## config.mk

```make
export PLATFORM = sky130hd
export DESIGN_NAME = mfa_ram
export DESIGN_NICKNAME = d
export VERILOG_FILES = /design/src/sv/mfa_ram.sv
export SDC_FILE = /design/constraint.sdc
export NUM_CORES = 1
export LEC_CHECK = 0
export ABC_AREA = 1
export BUFFER_PORTS_ARGS = -buffer_cell sky130_fd_sc_hd__buf_4
export CAP_MARGIN = 10
export CORE_UTILIZATION = 50
export CTS_CLUSTER_SIZE = 30
export DETAILED_ROUTE_END_ITERATION = 8
export HOLD_SLACK_MARGIN = 0.05
export MAX_ROUTING_LAYER = met4
export PLACE_DENSITY = 0.65
export SLEW_MARGIN = 0
export SYNTH_ARGS = -nofsm -noshare
export SYNTH_HDL_FRONTEND = slang
export SYNTH_SLANG_ARGS = --single-unit
```

## constraint.sdc

```tcl
create_clock -name clk -period 7.9 [get_ports clk]
set_input_delay 0.79 -clock clk [delete_from_list [all_inputs] [get_ports clk]]
set_output_delay 0.79 -clock clk [all_outputs]
set_load 0.01 [all_outputs]
```

## src/sv/mfa_ram.sv

```systemverilog
// generic single-port-write, single-read synchronous ram
module mfa_ram #(
  parameter int WIDTH = 16,
  parameter int DEPTH = 64
) (
  input  logic                     clk,
  input  logic                     we,
  input  logic [$clog2(DEPTH)-1:0] waddr,
  input  logic [WIDTH-1:0]         wdata,
  input  logic [$clog2(DEPTH)-1:0] raddr,
  output logic [WIDTH-1:0]         rdata
);

  logic [WIDTH-1:0] mem [DEPTH];

  always_ff @(posedge clk) begin
    if (we) begin
      mem[waddr] <= wdata;
    end
    rdata <= mem[raddr];
  end

endmodule

```

==> run summary, run 1 <==
Tightest Pin Transition = 1120 ps
Mean Syn Cell Area = 12.0 µm²
Post-Syn Area = 0.0421 mm²
Via density = 5.80
PwrDens = 251 mW/mm²
Port Buf Inserts = 45
DR WL met2 = 50,700 µm
Hold Path Class = primary input to flop
Worst EP arrival = 3990 ps
initial drt markers = 3,017
Metal-1 WL = 47,000 µm
largest family of logic cells by synthesized area = simple AND/OR/NAND/NOR gates
Hold Path End = rdata[0]$_DFF_P_
Die Y = 292 µm
worst skew pair latency = 670 ps
post-synth cell types = 16
Layout Skew = 30.4 ps
GRT Residual Overflow = 0
Starting Density = 50.5%
total power = 11,700 µW
Fin. Hold Viols = 0
TritonCTS clock tree = built
Rows = 106
1st-pass router iterations = 5
I/O pins = 46
outcome = complete, no violations
GP Congestion = 0.843
Root Driver = clkbuf_16
VDD IR-drop max = 177 µV
Synth Register Bits = 1,040
Setup CP Type = primary input to flop
setup ws final = 4520 ps
post-synthesis mux area share = 0%
min-delay src = raddr[5]
die area = 0.0854 mm²
cts hold-fix bufs = 0
final wirelength = 110,000 µm
DR vias = 27,300
compound-cell area share of the yosys netlist = 0%
post-cts resize count = 0
max-slew violations = 0
Sum Neg Setup Slack = 0 ps
endpoints failing setup = 0
XOR/XNOR Fraction of Synth Area = 0%
synth warn = 0
global-route wire length before repair = 165,000 µm
Finished Layout Cells = 4,707
post-route antenna net violation count = 0
startpoint types = primary input
initial antenna violation count = 2
FF-to-FF Start = mem[42][6]$_DFFE_PP_
Post-Synth Adder-Cell Area = 0%
Die W = 292 µm
utilization after layout = 55.8%
worst reg2reg endpoint = rdata[6]$_DFF_P_
TritonCTS buffer count = 107
slew margin rel. = 25.4%
max-cap violations = 0
layout cell share with drive strength beyond 1 = 8.17%
simple-gate share of the synthesized area = 22.7%
CTS Buffer Depth = 3
CP Data Required Time = 8510 ps
# DRC = 0
sequential share of the synthesized area = 73.8%
largest net degree at the start of global routing = 199
Layout area overhead = 10.5%
fmax = 296 MHz
vias in the first global route = 26,000
Global Route Usage Sum = 26.8%
Final min period = 3380 ps
routed wl met3 = 10000 µm
unrepaired setup endpoints after global routing = false
Core Area = 0.0834 mm²
R2R setup slack = 6300 ps
worst r2r path cells = 8
DP Worst Slack = 3960 ps
Top Metal Used = met4
Mapped Cells = 3,517
WL/cell = 23.4 µm
dpl hpwl = 57,200 µm
critical path capture point type = flop
H-tree level count = 3
setup bufs post-CTS = 0
Inst Count DP = 4,504
Leakage Power = 0.0167 µW
clock net sink count = 1,040
Final nets = 3,563
Syn Nets = 3,547
Critical Path Fanout Max = 66
Worst-path clk slew = 60 ps
final period utilization = 42.8%
Worst Hold Depth = 3
Yosys cell counts, drive strengths merged:
cell type | instances | area (µm²)
nand2 | 1296 | 4860
edfxtp | 1024 | 30700
nand3 | 871 | 4360
buf | 199 | 1340
nor2 | 56 | 210
clkbuf | 26 | 97.6
dfxtp | 16 | 320
inv | 12 | 52.6
nand4 | 9 | 56.3
nor4 | 8 | 50.1
cells in the final DEF (no fill, tap or decap), drive strengths merged:
master	synthesis	layout
buf	199	132
nand2	1296	1296
clkinv	0	50
diode	0	2
inv	12	16
nand3	871	871
edfxtp	1024	1024
clkbuf	26	141
nor2	56	56
nand4	9	9
dfxtp	16	16
bufinv	0	6
nor4	8	8
state kept, by name, indices dropped and copies added, names as in the netlist:
name,flops
mem,1024
rdata,16
area by class of cell:
type,count,area (µm²)
Tap cell,1080,1350
Clock buffer,141,2910
Clock inverter,60,470
Fill cell,6824,36900
Multi-Input combinational cell,2240,9590
Timing Repair Buffer,132,1040
Inverter,12,72.6
Sequential cell,1040,31100
Antenna cell,2,5.00
worst max path at each step:
stage	from	endpoint	slack (ps)
2_1_floorplan	we	mem[48][0]$_DFFE_PP_	4560
3_3_place_gp	raddr[1]	rdata[5]$_DFF_P_	3970
3_5_place_dp	raddr[2]	rdata[5]$_DFF_P_	3960
4_1_cts	raddr[2]	rdata[6]$_DFF_P_	4630
5_1_grt	raddr[1]	rdata[6]$_DFF_P_	4410
6_report	raddr[2]	rdata[6]$_DFF_P_	4520
cells by family after synthesis:
kind of cell	after synthesis
buffers and inverters	237
DFF	1040
and+or+nand+nor	2240
power breakdown:
part | switching (µW) | internal (µW) | leakage, µW
Combinational | 539 | 167 | 0.00572
Clock | 2070 | 2780 | 0.00167
Sequential | 26.1 | 6110 | 0.00935
Total | 2630 | 9060 | 0.0167
worst max-delay path: stages:
cell and delay [ps]:
buf_4 280, inv_4 760, buf_4 880, nand3_1 260
nand2_1 250, nand2_1 120, nand3_1 150, nand3_1 230
nand2_1 120
through the flow:
| stage | hold WS, ps | area (µm²) |
|---|---|---|
| after floorplan | 722 | 42100 |
| after global placement | 787 | 43100 |
| after detailed placement | 793 | 43100 |
| after CTS | 486 | 46500 |
| after global routing | 517 | 46500 |
| final | 513 | 46500 |
routing by layer:
layer  vias up  GRT usage, %
li1      12400             -
met1     13500          37.7
met2      1201          40.1
met3       168          4.67
met4         0          8.11
met5         -             -
Power figures use the tool's default switching activity.
==> inputs of run 2 (changes only) <==
- PLACE_DENSITY: 0.65 -> 0.68
- clock period: 7.9 -> 3.1 ns (I/O delays scaled with it)
==> run 2 against run 1 <==
Clock skew down 8.3 ps. Critical path depth down 3. Die area unchanged. Critical path type unchanged.
==> run summary, run 2 (synthesized netlist as in run 1, its figures left out) <==
outcome = complete, no violations
Starting Density = 50.5% (unchanged)
H-tree level count = 3 (unchanged)
worst skew pair latency = 660 ps (about the same)
TritonCTS clock tree = built
Via density = 5.77 (-0.49%)
max FFs per register = 1,024 (unchanged)
DR vias = 27,400 (+0.37%)
Global Route Usage Sum = 26.4% (-0.38 points)
routed wl met3 = 10,100 µm (+1.3%)
die area = 0.0854 mm² (unchanged)
Die Y = 292 µm (unchanged)
Final Hold Slack = 225 ps (-288 ps)
Seq pwr share = 52.4% (about the same)
post-route antenna net violation count = 0 (unchanged)
Final nets = 3,608 (+1.3%)
I/O pins = 46 (unchanged)
Sum Neg Setup Slack = 0 ps (unchanged)
WL/cell = 22.9 µm (-2.3%)
Final min period = 2430 ps
unrepaired setup endpoints after global routing = false
Rows = 106 (unchanged)
setup ws final = 671 ps (-3850 ps)
# DRC = 0 (unchanged)
worst reg2reg endpoint = rdata[14]$_DFF_P_
dpl hpwl = 58,500 µm (+2.3%)
Leakage Power = 0.0170 µW (+1.7%)
Worst-path clk slew = 60 ps (about the same)
Final Cell Area = 0.0471 mm² (+1.2%)
GRT Residual Overflow = 0 (unchanged)
TritonCTS buffer count = 103 (-3.7%)
initial drt markers = 3,157 (+4.6%)
Metal-1 WL = 45,000 µm (-4.2%)
Pint = 23,200 µW (+160%)
Die W = 292 µm (unchanged)
slew margin rel. = 41.6% (+16 points)
Layout area overhead = 11.8%
global-route wire length before repair = 164,000 µm (-1.1%)
Core Area = 0.0834 mm² (unchanged)
Biggest register = mem
largest net degree at the start of global routing = 145 (-27%)
CP Data Required Time = 3450 ps (-5060 ps)
most common cell after layout, fill and taps aside = nand2_1
Worst EP arrival = 2780 ps (-1210 ps)
Fin. Hold Viols = 0 (unchanged)
1st-pass router iterations = 6 (+1)
NetSw = 6620 µW (+150%)
Port Buf Inserts = 45 (unchanged)
Hold Path Class = primary input to flop
DR WL met2 = 50,300 µm (-0.87%)
R2R setup slack = 1440 ps (-4860 ps)
biggest regs = mem: 1024 flops, rdata: 16 flops
clock net sink count = 1,040 (unchanged)
DP Worst Slack = 466 ps (-3500 ps)
FF-to-FF Start = mem[50][14]$_DFFE_PP_
Tightest Pin Transition = 874 ps (-245 ps)
max-slew violations = 0 (unchanged)
final wirelength = 109,000 µm (-1.4%)
Switching Share = 22.2% (-0.30 points)
initial antenna violation count = 1 (-1)
fmax = 412 MHz
critical path capture point type = flop
Critical Path Fanout Max = 9 (-86%)
startpoint types = primary input
worst r2r path cells = 8 (unchanged)
vias in the first global route = 26,200 (+0.74%)
commonest non-fill, non-tap cells in the layout = 1,296 x nand2_1, 1,024 x edfxtp_1, 871 x nand3_1, 155 x buf_4, 104 x clkbuf_16
endpoints failing setup = 0 (unchanged)
CTS Buffer Depth = 3 (unchanged)
PwrDens = 633 mW/mm² (+150%)
Layout Skew = 22.1 ps (-8.31 ps)
final period utilization = 78.4%
placed instance area = 0.0437 mm² (+1.3%)
Setup crit end = mem[19][6]$_DFFE_PP_
Root Driver = clkbuf_16
combinational fraction of design power = 6.3% (+0.3 points)
VDD IR-drop max = 435 µV (+150%)
CP startpoint = waddr[2]
layout cell share with drive strength beyond 1 = 9.36% (+1.2 points)
GP Congestion = 0.891 (+5.8%)
Setup CP Type = primary input to flop
Top Metal Used = met4
max-cap violations = 0 (unchanged)
utilization after layout = 56.4% (+0.67 points)
clock power share = 41.3% (-0.2 points)
==> run 2: worst min-delay path by stage <==
stage	start	cells after the start	endpoint	slack [ps]
finish	wdata[8]	1	mem[1][8]$_DFFE_PP_	230
floorplan	wdata[0]	0	mem[0][0]$_DFFE_PP_	410
CTS	wdata[8]	1	mem[1][8]$_DFFE_PP_	220
global route	wdata[8]	1	mem[3][8]$_DFFE_PP_	220
detailed placement	rdata[0]$_DFF_P_	1	rdata[0]	700
global placement	waddr[2]	2	mem[49][8]$_DFFE_PP_	700
==> run 2: power groups by stage <==
stage / Sequential [µW] / Clock, µW / Combinational, µW
final: 15600 / 12300 / 1860
after global routing: 15600 / 13000 / 2020
after CTS: 15600 / 12400 / 1850
after detailed placement: 15900 / 0 / 1840
after global placement: 15900 / 0 / 1810
after floorplan: 15900 / 0 / 1040
==> run 2: final cells by class <==
type	instances	area, µm²
Inverter	12	71.3
Timing Repair Buffer	181	1640
Multi-Input combinational cell	2240	9590
Antenna cell	3	7.51
Fill cell	6648	36400
Clock inverter	70	647
Tap cell	1080	1350
Sequential cell	1040	31100
Clock buffer	122	2690
==> run 2: through the flow <==
stage,cells,power (µW)
2_1_floorplan,3517,16900
3_3_place_gp,4550,17700
3_5_place_dp,4550,17700
4_1_cts,4745,29900
5_1_grt,4746,30600
6_report,4748,29800
==> run 2: per-layer routing <==
metal	GRT usage [%]	vias up
met2	39.8	1323
met5	-	-
li1	-	12500
met4	8.27	0
met3	4.59	194
met1	36.9	13400
==> run 2: worst max-delay path, cell delays in order <==
cell	delay [ps]
dlygate4sd3_1	580
buf_4	190
inv_1	220
nand4_1	730
nor2_1	470
buf_4	260
==> run 2: what timing repair did <==
action | CTS | global route
hold buffers | 3 | 0
gates resized for setup | 0 | 0
setup buffers | 0 | 0
setup endpoints to repair | 0 | 0
endpoints found under the hold margin | 6 | 0
